File: config.mk
export PLATFORM = sky130hd
export DESIGN_NAME = cga_ctrl
export DESIGN_NICKNAME = d
export VERILOG_FILES = /design/src/rtl/cga_pkg.sv /design/src/rtl/cga_ctrl.sv
export SDC_FILE = /design/constraint.sdc
export NUM_CORES = 1
export LEC_CHECK = 0
export BUFFER_PORTS_ARGS = -buffer_cell sky130_fd_sc_hd__buf_2
export CAP_MARGIN = 20
export CELL_PAD_IN_SITES_DETAIL_PLACEMENT = 0
export CELL_PAD_IN_SITES_GLOBAL_PLACEMENT = 2
export CORE_MARGIN = 4
export CORE_UTILIZATION = 24
export CTS_CLUSTER_DIAMETER = 50
export CTS_CLUSTER_SIZE = 12
export DETAILED_ROUTE_END_ITERATION = 8
export PLACE_DENSITY_LB_ADDON = 0.1
export SKIP_LAST_GASP = 1
export SLEW_MARGIN = 25
export SYNTH_ARGS = -nofsm -noshare
export SYNTH_HDL_FRONTEND = slang
export SYNTH_SLANG_ARGS = --single-unit
File: constraint.sdc
create_clock -name clk -period 1.4 [get_ports clk]
set_clock_uncertainty 0.05 [all_clocks]
set_input_delay 0.28 -clock clk [delete_from_list [all_inputs] [get_ports clk]]
set_output_delay 0.28 -clock clk [all_outputs]
set_load 0.01 [all_outputs]
File: src/rtl/cga_pkg.sv
// ----------------------------------------------------------------------------
// cga_pkg
// Shared constants, command/status types and lookup functions for the
// codon greedy aligner.
// ----------------------------------------------------------------------------
package cga_pkg;

  localparam int REF_DEPTH = 65536;
  localparam int QUERY_DEPTH = 4096;
  localparam int REF_AW = $clog2(REF_DEPTH);
  localparam int QRY_AW = $clog2(QUERY_DEPTH);
  localparam int REF_LW = REF_AW + 1;
  localparam int QRY_LW = QRY_AW + 1;
  // walk positions can run one skip past the longer sequence
  localparam int POS_W = REF_LW + 1;
  localparam int CQ_W = POS_W - 2;
  localparam int PEN_W = 20;
  localparam int CAND_NUM = 24;
  localparam int CAND_W = 5;

  // datapath operations
  localparam logic [3:0] OP_NONE = 4'd0;
  localparam logic [3:0] OP_INIT = 4'd1;
  localparam logic [3:0] OP_FETCH_MAIN = 4'd2;
  localparam logic [3:0] OP_FETCH_CAND = 4'd3;
  localparam logic [3:0] OP_STEP = 4'd4;
  localparam logic [3:0] OP_SCANF_INIT = 4'd5;
  localparam logic [3:0] OP_SCANB_INIT = 4'd6;
  localparam logic [3:0] OP_SCAN = 4'd7;
  localparam logic [3:0] OP_SKIP = 4'd8;
  localparam logic [3:0] OP_CAND_NEXT = 4'd9;
  localparam logic [3:0] OP_SHIFT = 4'd10;
  localparam logic [3:0] OP_MUL = 4'd11;
  localparam logic [3:0] OP_SUB = 4'd12;
  localparam logic [3:0] OP_FAIL = 4'd13;
  localparam logic [3:0] OP_RESULT = 4'd14;

  localparam logic [7:0] AMINO_UNKNOWN = 8'h3F;
  localparam logic [8*64-1:0] AMINO_TABLE =
    "FFLLSSSSYY**CC*WLLLLPPPPHHQQRRRRIIIMTTTTNNKKSSRRVVVVAAAADDEEGGGG";

  typedef struct packed {
    logic [3:0] op;
    logic       load_en;
  } cmd_t;

  typedef struct packed {
    logic walk_go;
    logic loop_ok;
    logic fetch_done;
    logic main_eq;
    logic scan_done;
    logic homo;
    logic cand_end;
    logic cand_ok;
    logic cand_eq;
    logic fail_hit;
    logic out_busy;
  } stat_t;

  // shifted-match candidate: offsets are 3+di and 3+dj, cost is dist+3
  typedef struct packed {
    logic [2:0] ddi;
    logic [2:0] ddj;
    logic [2:0] cost;
  } cand_t;

  typedef logic [2:0][7:0] triple_t;

  // candidates sorted by distance, then di, then dj
  function automatic cand_t cand_entry(input logic [CAND_W-1:0] idx);
    cand_t c;
    c = '0;
    unique case (idx)
      5'd0:  c = '{3'd2, 3'd3, 3'd4};
      5'd1:  c = '{3'd3, 3'd2, 3'd4};
      5'd2:  c = '{3'd3, 3'd4, 3'd4};
      5'd3:  c = '{3'd4, 3'd3, 3'd4};
      5'd4:  c = '{3'd1, 3'd3, 3'd5};
      5'd5:  c = '{3'd2, 3'd2, 3'd5};
      5'd6:  c = '{3'd2, 3'd4, 3'd5};
      5'd7:  c = '{3'd3, 3'd1, 3'd5};
      5'd8:  c = '{3'd3, 3'd5, 3'd5};
      5'd9:  c = '{3'd4, 3'd2, 3'd5};
      5'd10: c = '{3'd4, 3'd4, 3'd5};
      5'd11: c = '{3'd5, 3'd3, 3'd5};
      5'd12: c = '{3'd1, 3'd2, 3'd6};
      5'd13: c = '{3'd1, 3'd4, 3'd6};
      5'd14: c = '{3'd2, 3'd1, 3'd6};
      5'd15: c = '{3'd2, 3'd5, 3'd6};
      5'd16: c = '{3'd4, 3'd1, 3'd6};
      5'd17: c = '{3'd4, 3'd5, 3'd6};
      5'd18: c = '{3'd5, 3'd2, 3'd6};
      5'd19: c = '{3'd5, 3'd4, 3'd6};
      5'd20: c = '{3'd1, 3'd1, 3'd7};
      5'd21: c = '{3'd1, 3'd5, 3'd7};
      5'd22: c = '{3'd5, 3'd1, 3'd7};
      5'd23: c = '{3'd5, 3'd5, 3'd7};
      default: c = '0;
    endcase
    return c;
  endfunction

  // base code in T, C, A, G order; bit 2 flags an unknown byte
  function automatic logic [2:0] base_code(input logic [7:0] b);
    logic [2:0] r;
    r = 3'b100;
    case (b)
      8'h54: r = 3'd0;
      8'h43: r = 3'd1;
      8'h41: r = 3'd2;
      8'h47: r = 3'd3;
      default: r = 3'b100;
    endcase
    return r;
  endfunction

  // translate a codon (byte 0 first) to its amino acid letter
  function automatic logic [7:0] amino_of(input triple_t c);
    logic [2:0] a;
    logic [2:0] b;
    logic [2:0] d;
    logic [5:0] k;
    a = base_code(c[0]);
    b = base_code(c[1]);
    d = base_code(c[2]);
    k = {a[1:0], b[1:0], d[1:0]};
    if (a[2] || b[2] || d[2]) begin
      return AMINO_UNKNOWN;
    end
    return AMINO_TABLE[8*(63-int'(k)) +: 8];
  endfunction

endpackage

File: src/rtl/cga_ctrl.sv
// ----------------------------------------------------------------------------
// cga_ctrl
// Walk sequencer: steps the datapath through load, codon compare, run scan,
// shifted-match search, substitution scoring and the penalty bound check.
// ----------------------------------------------------------------------------
module cga_ctrl import cga_pkg::*; (
  input  logic  clk,
  input  logic  rst,
  input  stat_t stat,
  output cmd_t  cmd
);

  localparam logic [3:0] S_IDLE = 4'd0;
  localparam logic [3:0] S_LOOP = 4'd1;
  localparam logic [3:0] S_FETCH = 4'd2;
  localparam logic [3:0] S_EQ = 4'd3;
  localparam logic [3:0] S_SCANF = 4'd4;
  localparam logic [3:0] S_SCANB = 4'd5;
  localparam logic [3:0] S_HOMO = 4'd6;
  localparam logic [3:0] S_CAND = 4'd7;
  localparam logic [3:0] S_CFETCH = 4'd8;
  localparam logic [3:0] S_CCMP = 4'd9;
  localparam logic [3:0] S_MUL = 4'd10;
  localparam logic [3:0] S_SUB = 4'd11;
  localparam logic [3:0] S_CHK = 4'd12;
  localparam logic [3:0] S_FIN = 4'd13;

  logic [3:0] state;
  logic [3:0] state_next;

  // next state and datapath command
  always_comb begin
    state_next = state;
    cmd.op = OP_NONE;
    cmd.load_en = 1'b0;
    unique case (state)
      S_IDLE: begin
        cmd.load_en = 1'b1;
        if (stat.walk_go) begin
          cmd.op = OP_INIT;
          state_next = S_LOOP;
        end
      end
      S_LOOP: begin
        state_next = stat.loop_ok ? S_FETCH : S_FIN;
      end
      S_FETCH: begin
        cmd.op = OP_FETCH_MAIN;
        if (stat.fetch_done) begin
          state_next = S_EQ;
        end
      end
      S_EQ: begin
        if (stat.main_eq) begin
          cmd.op = OP_STEP;
          state_next = S_LOOP;
        end else begin
          cmd.op = OP_SCANF_INIT;
          state_next = S_SCANF;
        end
      end
      S_SCANF: begin
        if (stat.scan_done) begin
          cmd.op = OP_SCANB_INIT;
          state_next = S_SCANB;
        end else begin
          cmd.op = OP_SCAN;
        end
      end
      S_SCANB: begin
        if (stat.scan_done) begin
          state_next = S_HOMO;
        end else begin
          cmd.op = OP_SCAN;
        end
      end
      S_HOMO: begin
        if (stat.homo) begin
          cmd.op = OP_SKIP;
          state_next = S_LOOP;
        end else begin
          state_next = S_CAND;
        end
      end
      S_CAND: begin
        if (stat.cand_end) begin
          state_next = S_MUL;
        end else if (stat.cand_ok) begin
          state_next = S_CFETCH;
        end else begin
          cmd.op = OP_CAND_NEXT;
        end
      end
      S_CFETCH: begin
        cmd.op = OP_FETCH_CAND;
        if (stat.fetch_done) begin
          state_next = S_CCMP;
        end
      end
      S_CCMP: begin
        if (stat.cand_eq) begin
          cmd.op = OP_SHIFT;
          state_next = S_CHK;
        end else begin
          cmd.op = OP_CAND_NEXT;
          state_next = S_CAND;
        end
      end
      S_MUL: begin
        cmd.op = OP_MUL;
        state_next = S_SUB;
      end
      S_SUB: begin
        cmd.op = OP_SUB;
        state_next = S_CHK;
      end
      S_CHK: begin
        if (stat.fail_hit) begin
          cmd.op = OP_FAIL;
          state_next = S_FIN;
        end else begin
          state_next = S_LOOP;
        end
      end
      S_FIN: begin
        if (!stat.out_busy) begin
          cmd.op = OP_RESULT;
          state_next = S_IDLE;
        end
      end
      default: begin
        state_next = S_IDLE;
      end
    endcase
  end

  // state register
  always_ff @(posedge clk) begin
    if (rst) begin
      state <= S_IDLE;
    end else begin
      state <= state_next;
    end
  end

endmodule

# Word level (Yosys, flattened, before mapping)
# Index checks and enable logic that the tools add are counted.
[word_totals]
latchBits = 0
out_inout_bits = 5
mem_bits_ro = 0
n_memories = 0
regBits = 4
wordCells = 49
input_bits = 13
mem_bits_rw = 0
[op_classes]
add_sub_neg = 0
mux = 26
n_reduce_logical = 2
magnitude_cmp = 0
div_mod_pow = 0
bitwise_logic = 0
shifts = 0
multipliers = 0
eq_ne = 20
[ops]
columns = ["operator", "n"]
rows = [
  ["$mux 4", 16],
  ["$pmux 4 s14", 1],
  ["$pmux 4 s13", 1],
  ["$eq 4x4->1 const B", 6],
  ["$eq 4x3->1 const B", 4],
  ["$ne 2x2->1 const B", 6],
  ["$mux 3", 3],
  ["$eq 4x2->1 const B", 2],
  ["$reduce_and 7->1", 1],
  ["$eq 4x1->1 const B", 1],
  ["$logic_not 4->1", 1],
  ["$mux 1", 4],
  ["$ne 3x3->1 const B", 1],
  ["$mux 2", 1],
]

# Longest topological paths before layout
# Gate-level depths: netlist of the first run.
[depth]
depth_word = 3
mapped_depth = 6
depth_no_buf = 5

# Worst setup path before layout of the first run
# No wires, ideal clock.
[synth_path]
path_type = "reg2out"
startpoint = "register state[1]"
endpoint = "output port cmd[1] in the netlist's numbering"
slack_ps = -186
n_path_buf = 1
arrival_ps = 1256
path_stages_with_launch = 6
required_time_ps = 1070
path_cell_list = "dfxtp_1 buf_4 nand2_4 or4_4 o31a_1 o211ai_1"
[synth_rtl]
columns = ["item", "line", "text"]
rows = [
  ["from (decl)", "cga_ctrl.sv:28", "logic [3:0] state;"],
  ["from (signal assigned)", "cga_ctrl.sv:142", "state <= state_next;"],
  ["to (decl)", "cga_ctrl.sv:10", "output cmd_t cmd"],
]

==> flow_summary_export.csv, run 1 <==
group,metric,value,unit
cts,numCtsBuffers,3,
route,viasPerCell,5.28,
cts,clock_sinks,4,
floorplan,initial_core_util,24.9,%
run,cap_viol_max_count,0,
synthesis,synth_edf_count,0,
place,port_buffers,17,
synthesis,syn-cell-area,611,um2
finish,fillers,275,
critical_path,crit_fanout,4,
route,wl_per_cell,14.8,um
critical_path,crit_type,"register to output port",
floorplan,pin_count,18,
place,gp_congestion,0.806,
finish,seq_area,92.6,um2
global_route,antenna_found_initial,0,
synthesis,ys_seq_area_share,13.1,%
timing,holdWs,0.272,ns
cts,clk_pin_slew,0.04,ns
floorplan,dieArea,3420,um2
pwr,p_per_area,2040,nW/um2
pwr,leakage,0.439,nW
finish,diodes,0,
finish,largest_reg_flops,4,
synthesis,avgSynthCellArea,6.94,um2
route,dr.pass1.iters,6,
critical_path,cp.arrival,1.54,ns
critical_path,crit_slowest_cell,"or4_4",
cts,clk_path_buf_depth,2,
finish,top_register,"state",
timing,setup_ws,-0.470,ns
global_route,grt_usage,15.2,%
timing,tightest_slew,0.328,ns
cts,htreeDepth,1,
finish,largestRegisters,"state x4",
critical_path,cp-start-kind,"register",
synthesis,ys_async_sr_fraction,0,%
timing,max_freq,0.535,GHz
cts,cts_tree,"yes",
floorplan,coreArea,2450,um2
global_route,grt_max_degree,13,
run_status,outcome,"finished with violations",
finish,area_growth_syn_to_layout,67.6,%
critical_path,cp-end-kind,"output port",
global_route,grt_overflow,0,
run_status,violations,"negative setup slack",
synthesis,synth_fp_nets,101,
timing,post-route-period-util,134,%
pwr,ir_worst_vdd,0.000755,V
timing,slew_headroom,78.0,%
critical_path,worstPathRequired,1.07,ns
finish,multi_input_area,529,um2
synthesis,synth_seq_cells,4,
pwr,power,2.08,mW
synthesis,ys.warnings.count,0,
cts,cts_root_buffer,"clkbuf_4",
finish,finalNetCount,144,
place,hpwl,1.89,mm
route,drtAntennaViolNets,0,
finish,drive_above_1_share,55.0,%
route,drc_errors,0,
timing,setup_tns,-3.53,ns
min_path,hold_class,"input port to register",
timing,rsz0062_at_grt,"true",
synthesis,ys_types,43,
timing,slew_viol_final,0,
synthesis,synthCells,88,
floorplan,rows,18,
synthesis,ys.flop_type,"dfxtp_1",
cts,insertion_delay,0.24,ns
global_route,grt_pass1_vias,874,
timing,setup_viol,9,
finish,final_area,1020,um2
route,dr.first_iter.drc_count,17,
timing,finalHoldViolCount,0,
route,dr_total_vias,839,
critical_path,slowest_delay,0.49,ns
timing,fin_crit,1.87,ns
floorplan,die_height,58.4,um
critical_path,path_cells,"nand2_4, or4_4, o31a_1, o211ai_1, buf_2",
floorplan,dieWidth,58.4,um
global_route,grt_pass1_wl,4.06,mm
route,drt-total-wl,2.36,mm
place,post_dp_cell_area,882,um2
[metrics by stage]
stage          cells  utilization [%]  setup slack (ns)
6_report         159             41.7            -0.470
5_1_grt          159             41.7            -0.516
4_1_cts          158             39.6            -0.475
3_5_place_dp     153             35.9            -0.326
3_3_place_gp     153             35.9            -0.354
2_1_floorplan     88                -            -0.182
[cell usage in the layout, fill, tap and decap left out, types with 4 or more instances in the layout]
cell / n
buf_4: 23
buf_2: 18
nand2_1: 7
nor2_1: 6
a21oi_1: 6
o21ai_0: 5
buf_6: 4
[Yosys cell counts, types with 2 or more instances]
master    number  area share, %
nor3b_1        2            2.5
o211ai_1       2            2.5
a211oi_1       2            2.5
inv_1          3            1.8
nand2b_1       2            2.0
buf_6          2            3.7
nand3_1        3            2.5
nor2b_1        2            2.0
nor3_1         4            3.3
clkbuf_1       3            1.8
nor2_1         7            4.3
nand4_1        2            2.0
o22ai_1        2            2.0
nand2_1        7            4.3
o32ai_1        2            2.9
dfxtp_1        4             13
inv_2          2            1.2
o21ai_0        6            4.9
buf_2          2            1.6
a21oi_1        6            4.9
[critical path, delay by kind of cell, from the launching register on]
kind	cells	cell delay (ns)
AND/OR/NAND/NOR	2	0.54
flip-flops	1	0.37
AO/OA/AOI/OAI	2	0.22
buffers and inverters	1	0.15
[repair_timing]
action,in CTS,in global routing
pin swaps,2,3
resized for setup,15,9
cloned,1,0
endpoints found under the setup margin,9,9
setup buffers,1,1
hold buffers,0,0
[routing by layer]
layer,track usage [%],wire length [um]
met1,19.0,1060
met2,26.5,1190
met3,1.32,81
met4,6.29,34
met5,0,0
[layout make-up]
cell class	count	area share (%)
Clock buffer	3	2.20
Inverter	5	1.83
Timing Repair Buffer	46	31.5
Sequential cell	4	9.05
Multi-Input combinational cell	71	51.7
Tap cell	30	3.67
[cells by family after synthesis]
family	after synthesis	share of synthesized area, %
mux	1	1.64
flops	4	13.1
buf+inv	13	11.5
simple gates	36	34.2
compound gates	34	39.6
[where the power goes]
| group | internal, mW | switching, mW | total (mW) |
|---|---|---|---|
| clock network | 0.0963 | 0.0532 | 0.149 |
| logic | 0.861 | 0.813 | 1.67 |
| registers | 0.184 | 0.0763 | 0.260 |
| total | 1.14 | 0.942 | 2.08 |
[final timing paths]
kind         slack (ns)  cells after the start               endpoint                   from
min                0.27                      2  state[0]$_SDFFE_PP0P_                    rst
max reg2reg       -0.44                      8  state[3]$_SDFFE_PP0P_  state[0]$_SDFFE_PP0P_
max               -0.47                      5                 cmd[1]  state[1]$_SDFFE_PP0P_
min reg2reg        0.61                      3  state[1]$_SDFFE_PP0P_  state[1]$_SDFFE_PP0P_
No activity file was read; power rests on OpenSTA's default activity.
==> inputs of run 2 (changes only) <==
Settings changed: PLACE_DENSITY set to 0.75, PLACE_DENSITY_LB_ADDON 0.1 to not set.
==> run 2 against run 1 <==
  * The flow still finishes with violations (negative setup slack)
  * Register-to-register slack better by 0.12 ns
  * Count of clock-buffer cells in the layout stayed put
  * Non-clock buffer count stayed put
  * Utilization is 0.36 points higher
  * Critical path type unchanged
==> flow_summary_export.csv, run 2 (synthesized netlist as in run 1, its figures left out) <==
group,metric,value,unit
run_status,outcome,"finished with violations",
run_status,violations,"negative setup slack",
finish,fin_util,42.0,%
finish,fin_cells,159,
global_route,antenna_found_initial,0,
global_route,grt_usage,14.6,%
floorplan,dieArea,3420,um2
cts,clk_pin_slew,0.04,ns
critical_path,cp-start-kind,"register",
finish,diodes,0,
finish,seq_area,88.8,um2
finish,drive_above_1_share,53.5,%
finish,finalNetCount,144,
floorplan,initial_core_util,24.9,%
route,drt-total-wl,2.30,mm
place,post_dp_cell_area,860,um2
cts,hold_buffers,0,
cts,clk_path_buf_depth,2,
timing,fin_crit,1.85,ns
critical_path,slowest_delay,0.48,ns
cts,cts_root_buffer,"clkbuf_4",
floorplan,coreArea,2450,um2
cts,htreeDepth,1,
cts,numCtsBuffers,3,
critical_path,crit_slowest_cell,"or4_4",
critical_path,cp-end-kind,"output port",
timing,setup_ws,-0.454,ns
cts,cts_tree,"yes",
place,dp.cells,150,
route,drtAntennaViolNets,0,
place,port_buffers,17,
timing,slew_headroom,77.1,%
timing,setup_viol,9,
critical_path,cp.arrival,1.52,ns
pwr,leakage,0.457,nW
critical_path,crit_fanout,4,
timing,rsz0062_at_grt,"true",
finish,layout_common_cells,"buf_4 (24), buf_2 (17), nor2_1 (6), a21oi_1 (6), nand2_1 (6)",
timing,setup_tns,-3.08,ns
finish,fillers,257,
route,wl_per_cell,14.5,um
finish,largest_reg_flops,4,
timing,holdWs,0.273,ns
critical_path,crit_type,"register to output port",
floorplan,rows,18,
timing,slew_viol_final,0,
run,cap_viol_max_count,0,
global_route,grt_pass1_wl,3.89,mm
route,dr.pass1.iters,4,
finish,top_register,"state",
floorplan,pin_count,18,
finish,largestRegisters,"state x4",
timing,max_freq,0.539,GHz
route,dr.first_iter.drc_count,19,
finish,final_common_cell,"buf_4",
timing,post-route-period-util,132,%
timing,tightest_slew,0.341,ns
place,gp_congestion,0.868,
global_route,grt_max_degree,15,
cts,insertion_delay,0.23,ns
min_path,hold_class,"input port to register",
critical_path,worstPathRequired,1.07,ns
global_route,grt_pass1_vias,857,
pwr,p_per_area,1940,nW/um2
route,viasPerCell,5.30,
timing,finalHoldViolCount,0,
route,dr_total_vias,843,
floorplan,die_height,58.4,um
pwr,ir_worst_vdd,0.000821,V
place,hpwl,1.75,mm
floorplan,dieWidth,58.4,um
critical_path,path_cells,"nand2_4, or4_4, o31a_1, o211ai_1, buf_2",
global_route,grt_overflow,0,
finish,final_area,1030,um2
route,drc_errors,0,
cts,clock_sinks,4,
finish,multi_input_area,539,um2
pwr,power,2.00,mW
place,pre_cts_slack,-0.308,ns
finish,area_growth_syn_to_layout,69.1,%
[run 2: critical path, delay by kind of cell (launching register included)]
kind | cells | cell delay [ns]
AND/OR/NAND/NOR | 2 | 0.53
flip-flops | 1 | 0.37
buffers and inverters | 1 | 0.16
AO/OA/AOI/OAI | 2 | 0.22
[run 2: timing repair]
| action | 4_1_cts | 5_1_grt |
|---|---|---|
| pin swaps | 7 | 4 |
| setup buffers | 6 | 1 |
| resized for setup | 16 | 8 |
| setup endpoints to repair | 9 | 9 |
[run 2: layer usage]
metal  track usage (%)  part of all wire, %  vias up
met5                 0                    0        -
met1              19.2                   46      398
li1                  -                    -      419
met2              23.1                   48       24
met4              6.29                  1.2        0
met3              2.63                  4.4        2
[run 2: final cells by class]
cell class                 count  share of cell area (%)
tap                           30                    3.64
sequential                     4                    8.61
timing repair buffer          46                    31.5
inverter                       5                    1.82
clock buffer                   3                    2.18
multi-input combinational     71                    52.2
[run 2: path summary, 6_finish.rpt]
path,from,end,slack [ns],cells after the start
worst max-delay path,state[1]$_SDFFE_PP0P_,cmd[1],-0.45,5
worst min-delay path,rst,state[0]$_SDFFE_PP0P_,0.27,2
worst max register to register,state[0]$_SDFFE_PP0P_,state[1]$_SDFFE_PP0P_,-0.32,7
worst min register to register,state[1]$_SDFFE_PP0P_,state[1]$_SDFFE_PP0P_,0.62,3
[run 2: power by group]
group | switching (mW) | internal, mW | leakage (nW) | total, mW
Clock | 0.0460 | 0.0958 | 0.0138 | 0.142
Sequential | 0.0652 | 0.180 | 0.0345 | 0.246
Combinational | 0.801 | 0.815 | 0.408 | 1.62
